[config.mk]
export PLATFORM = sky130hd
export DESIGN_NAME = ols_cell
export DESIGN_NICKNAME = d
export VERILOG_FILES = /design/src/rtl/core/ols_pkg.sv /design/src/rtl/core/ols_cell.sv
export SDC_FILE = /design/constraint.sdc
export NUM_CORES = 1
export LEC_CHECK = 0
export BUFFER_PORTS_ARGS = -buffer_cell sky130_fd_sc_hd__buf_2
export CELL_PAD_IN_SITES_DETAIL_PLACEMENT = 0
export CELL_PAD_IN_SITES_GLOBAL_PLACEMENT = 1
export CORE_UTILIZATION = 28
export DETAILED_ROUTE_END_ITERATION = 6
export PLACE_DENSITY = 0.95
export SETUP_SLACK_MARGIN = 0.1
export SLEW_MARGIN = 5
export SYNTH_ARGS = -nofsm -noshare
export SYNTH_HDL_FRONTEND = slang
export SYNTH_SLANG_ARGS = --single-unit
export TNS_END_PERCENT = 50
[constraint.sdc]
create_clock -name i_clk -period 6 [get_ports i_clk]
set_input_delay 1.2 -clock i_clk [delete_from_list [all_inputs] [get_ports i_clk]]
set_output_delay 1.2 -clock i_clk [all_outputs]
set_load 0.02 [all_outputs]
[src/rtl/core/ols_pkg.sv]
// ----------------------------------------------------------------------------
// ols_pkg
// Shared types and codes for the ordered list store: request and result
// beats, request and status codes, and the control word sent to every cell.
// ----------------------------------------------------------------------------
package ols_pkg;

    // Field widths of the request and result beats
    localparam int REQ_W   = 3;
    localparam int POS_W   = 6;
    localparam int DATA_W  = 32;
    localparam int STAT_W  = 2;
    localparam int COUNT_W = 7;

    // Request codes
    localparam logic [REQ_W-1:0] REQ_INSERT = 3'd0;
    localparam logic [REQ_W-1:0] REQ_APPEND = 3'd1;
    localparam logic [REQ_W-1:0] REQ_REMOVE = 3'd2;
    localparam logic [REQ_W-1:0] REQ_READ   = 3'd3;
    localparam logic [REQ_W-1:0] REQ_CLEAR  = 3'd4;

    // Status codes
    localparam logic [STAT_W-1:0] ST_OK    = 2'd0;
    localparam logic [STAT_W-1:0] ST_RANGE = 2'd1;
    localparam logic [STAT_W-1:0] ST_FULL  = 2'd2;

    // Request beat
    typedef struct packed {
        logic [REQ_W-1:0]  req_type;
        logic [POS_W-1:0]  position;
        logic [DATA_W-1:0] word_in;
    } t_in_beat;

    // Result beat
    typedef struct packed {
        logic [DATA_W-1:0]  word_out;
        logic [STAT_W-1:0]  status;
        logic [COUNT_W-1:0] count_now;
    } t_out_beat;

    // Broadcast control for the cell row
    typedef struct packed {
        logic shift_up;   // open a slot at the point and load the new word there
        logic shift_dn;   // close the slot at the point
    } t_cell_ctrl;

endpackage

[src/rtl/core/ols_cell.sv]
// ----------------------------------------------------------------------------
// ols_cell
// One list entry. Holds a word, takes its left or right neighbor's word when
// the row shifts, loads the new word at the insertion point, and offers its
// word on the read bus when its index matches the point.
// ----------------------------------------------------------------------------
module ols_cell #(
    parameter int WORD_BITS = 32,
    parameter int PW        = 7,
    parameter int IDX       = 0
) (
    input  logic                 i_clk,
    input  ols_pkg::t_cell_ctrl  i_ctrl,
    input  logic [PW-1:0]        i_point,
    input  logic [WORD_BITS-1:0] i_word_new,
    input  logic [WORD_BITS-1:0] i_left,
    input  logic [WORD_BITS-1:0] i_right,
    output logic [WORD_BITS-1:0] o_word,
    output logic [WORD_BITS-1:0] o_sel_word
);
    import ols_pkg::*;

    localparam logic [PW-1:0] IDX_V = PW'(IDX);

    logic [WORD_BITS-1:0] r_word;
    logic [WORD_BITS-1:0] n_word;
    logic                 at_point;
    logic                 above_point;

    // Locate this cell against the point
    assign at_point    = (IDX_V == i_point);
    assign above_point = (IDX_V > i_point);

    // Pick the next word
    always_comb begin
        if (i_ctrl.shift_up && at_point) begin
            n_word = i_word_new;
        end else if (i_ctrl.shift_up && above_point) begin
            n_word = i_left;
        end else if (i_ctrl.shift_dn && (at_point || above_point)) begin
            n_word = i_right;
        end else begin
            n_word = r_word;
        end
    end

    // Hold the entry
    always_ff @(posedge i_clk) begin
        r_word <= n_word;
    end

    assign o_word     = r_word;
    assign o_sel_word = at_point ? r_word : '0;

endmodule

======== Yosys cells after proc, flatten, opt, wreduce, memory -nomap -nowiden ========
Cells that the tools add are included.
W data, S select, Z words.
operators by class
  order comparisons ....................... 1
  muxes and demuxes ....................... 4
  reduce and logical (&&, ||, !) cells .... 6
operator list
  kind                  number
  $mux W32              4
  $gt A1 B7 Y1 const A  1
  $logic_not A7 Y1      1
  $logic_and A1 B1 Y1   3
  $reduce_bool A3 Y1    1
  $logic_or A1 B1 Y1    1
word-level totals
  input port bits ......................... 106
  output and inout bits ................... 64
  register bits ........................... 32

======== Logic depth before layout (Yosys ltp) ========
  word-level depth ........................ 6
  gate-level depth with buffers ........... 4

======== Least setup slack after synthesis ========
Ideal clock, no wire load.
  path type ............................... input -> output
  from .................................... input port i_point[3]
  to ...................................... output port o_sel_word[22]
  setup slack ............................. 2.671 ns
  arrival ................................. 2.129 ns
  stages on the path ...................... 3
  path buffers ............................ 1
  data required time ...................... 4.800 ns
  cell sequence ........................... nor4_4 -> clkbuf_1 -> and3_1
on the way
  longest elaborated chain between the ends .. 2
RTL lines
  what              RTL line        RTL
  start, declared   ols_cell.sv:14  input logic [PW-1:0] i_point,
  $logic_not A7 Y1  ols_cell.sv:31  assign at_point = (IDX_V == i_point);
  $mux W32          ols_cell.sv:53  assign o_sel_word = at_point ? r_word : '0;
  end, declared     ols_cell.sv:19  output logic [WORD_BITS-1:0] o_sel_word
No other way between the ends.

======== Worst setup path in the final report ========
  from .................................... input port i_point[2]
  to ...................................... output port o_sel_word[1]
The elaborated chain is that of the path after synthesis.

==> impl_metrics.csv <==
group,metric,value,unit
die,coreArea,5990,sq um
power_and_ir_drop,cellLeakagePower,1.44,nW
cts,clockRootBuffer,"clkbuf_8",
die,start_util,29.2,%
cts,h-tree-depth,2,
die,die_w,81.0,microns
min_path,min_path_type,"in -> reg",
power_and_ir_drop,p_comb_share,11.5,%
grt,grt_max_degree,35,
finish,area_delta_synth_final,47.0,%
grt,met2_usage,21.7,%
drt,routedWlPerCell,13.1,microns
sta,fmax,261,MHz
setup_path,cp-start-kind,"primary input",
power_and_ir_drop,seq_power_share,55.2,%
sta,period_minus_slack,3.82,ns
cts,numCtsBuffers,5,
drt,first_iter_violations,38,
drt,drc,0,
setup_path,crit_chain,"buf_2 > nor3_4 > and3_1 > buf_2",
sta,finalHoldViolCount,0,
finish,final_common_cell,"buf_2",
synthesis,synth_nets,215,
finish,largest_reg_flops,32,
power_and_ir_drop,switchingPower,0.0893,mW
synthesis,seq_area_frac_synth,54.9,%
drt,ant_nets,0,
power_and_ir_drop,p_int,0.359,mW
setup_path,worstPathMaxFanout,34,
setup_path,arrival,2.62,ns
drt,via_per_inst,4.43,
die,dieArea,6570,sq um
sta,tightest_slew,1.07,ns
synthesis,ys_warn_count,0,
setup_path,crit_required,4.80,ns
cts,cts.repair.resized,0,
synthesis,yosysTopAreaCell,"edfxtp_1",
finish,final_util,42.9,%
grt,grt-busiest-layer,"met2",
cts,cts_setup_buffers,0,
setup_path,crit_family,"simple AND/OR/NAND/NOR gates",
min_path,hp-start,"i_right[29]",
finish,multi_input_area,738,sq um
power_and_ir_drop,pwr-share-clk,33.2,%
finish,final_cell_mix,"buf_2 (137), and3_1 (32), edfxtp_1 (32)",
placement,gp_congestion,0.633,
grt,grt_pass1_wl,5860,microns
power_and_ir_drop,cellPowerDensity,174,nW/um^2
min_path,min_to,"o_word[29]",
synthesis,syn_area_per_cell,16.0,sq um
finish,drive_gt1_share,73.2,%
power_and_ir_drop,peakVddDrop,93.2,uV
finish,n_antenna_cell,0,
setup_path,cp_slowest_cell,"nor3_4",
setup_path,cp_num_buf_inv,2,
drt,num_vias,1423,
grt,antenna_found_initial,0,
placement,portBuffers,137,
setup_path,worst_path_most_repeated_cell,"buf_2",
cts,cts_hold_buffers,0,
synthesis,synthTopCellsByArea,"edfxtp_1 (55%), mux2_4 (26%), and3_1 (11%)",
grt,met1_usage,13.6,%
synthesis,netlist_instances,109,
finish,nNetsFinal,352,
grt,overflow,0,
drt,drt-total-wl,4220,microns
synthesis,ys_ff_latch,32,
sta,tns,0,ns
cts,path_clk_slew,0.06,ns
synthesis,synth.top_cell.area_share,54.9,%
grt,grt_util_met3,2.92,%
status,outcome,"finished, final reports clean",
setup_path,path_class,"in -> out",
grt,first_global_vias,1239,
sta,rsz0062_at_grt,"false",
cts,cts_buffer_depth,2,
grt,grt_usage,12.0,%
synthesis,synth_area,1750,sq um
drt,dr.pass1.iters,4,
cts,cts_sinks,32,
sta,slew_headroom,28.2,%
die,die_h,81.0,microns
sta,fin_crit_sh,63.7,%
sta,setup_viol,0,
finish,fill_cells,576,
setup_path,endpoint_kind,"primary output",
run,drv_cap,0,
power_and_ir_drop,p_sw_share,19.9,%
min_path,holdPathStages,2,
synthesis,yosys.cell_types.count,10,
die,io_pins,170,
cts,tritoncts,"built",
setup_path,critPathMaxStageDelay,0.87,ns
finish,seqCellArea,961,sq um
die,num_rows,28,
sta,timing.final.max_slew_violations,0,
power by group through the flow:
| stage | Clock (mW) | Combinational (mW) | Sequential, mW |
|---|---|---|---|
| after floorplan | 0 | 0.0217 | 0.254 |
| after global placement | 0 | 0.0509 | 0.252 |
| after detailed placement | 0 | 0.0524 | 0.252 |
| after CTS | 0.159 | 0.0525 | 0.248 |
| after global routing | 0.168 | 0.0564 | 0.248 |
| final | 0.149 | 0.0518 | 0.248 |
metal layers:
metal	part of all wire (%)	up-vias
met3	6.6	2
met2	52	72
met4	0.76	0
met1	41	652
met5	0	-
li1	-	697
synthesized netlist by cell type:
cell       n
and3_1    32
edfxtp_1  32
mux2_4    30
clkbuf_1   6
buf_6      3
mux2_2     2
nand3_4    1
nor3_2     1
nor4_4     1
o211a_1    1
stage by stage:
| step | setup slack [ns] | power, mW | cells | area [sq um] | hold WS (ns) |
|---|---|---|---|---|---|
| final | 2.18 | 0.449 | 321 | 2570 | 1.23 |
| after floorplan | 2.67 | 0.276 | 109 | 1750 | 1.42 |
| after global routing | 2.06 | 0.472 | 321 | 2570 | 1.21 |
| after detailed placement | 2.14 | 0.305 | 314 | 2490 | 1.50 |
| after CTS | 2.15 | 0.459 | 321 | 2570 | 1.21 |
| after global placement | 2.16 | 0.303 | 314 | 2490 | 1.50 |
worst max path at each step:
stage                     startpoint        endpoint  slack [ns]  depth (start not counted)
after CTS                 i_point[2]  o_sel_word[16]        2.15                          4
after global placement    i_point[2]  o_sel_word[21]        2.16                          4
after floorplan           i_point[3]  o_sel_word[22]        2.67                          3
final                     i_point[2]   o_sel_word[1]        2.18                          4
after global routing      i_point[2]   o_sel_word[1]        2.06                          4
after detailed placement  i_point[2]  o_sel_word[16]        2.14                          4
area by class of cell:
class / instances / share of cell area (%)
clock buffer: 6 / 2.82
multi-input combinational: 68 / 28.7
sequential: 32 / 37.4
timing repair buffer: 139 / 27.3
clock inverter: 1 / 0.195
tap: 75 / 3.65
cell families after synthesis:
kind of cell | Yosys count | share of synthesized area [%]
AOI/OAI and AO/OA | 1 | 0.572
buffers and inverters | 9 | 3.22
DFF | 32 | 54.9
muxes | 32 | 27.0
and+or+nand+nor | 35 | 14.2
Power figures use the tool's default switching activity.
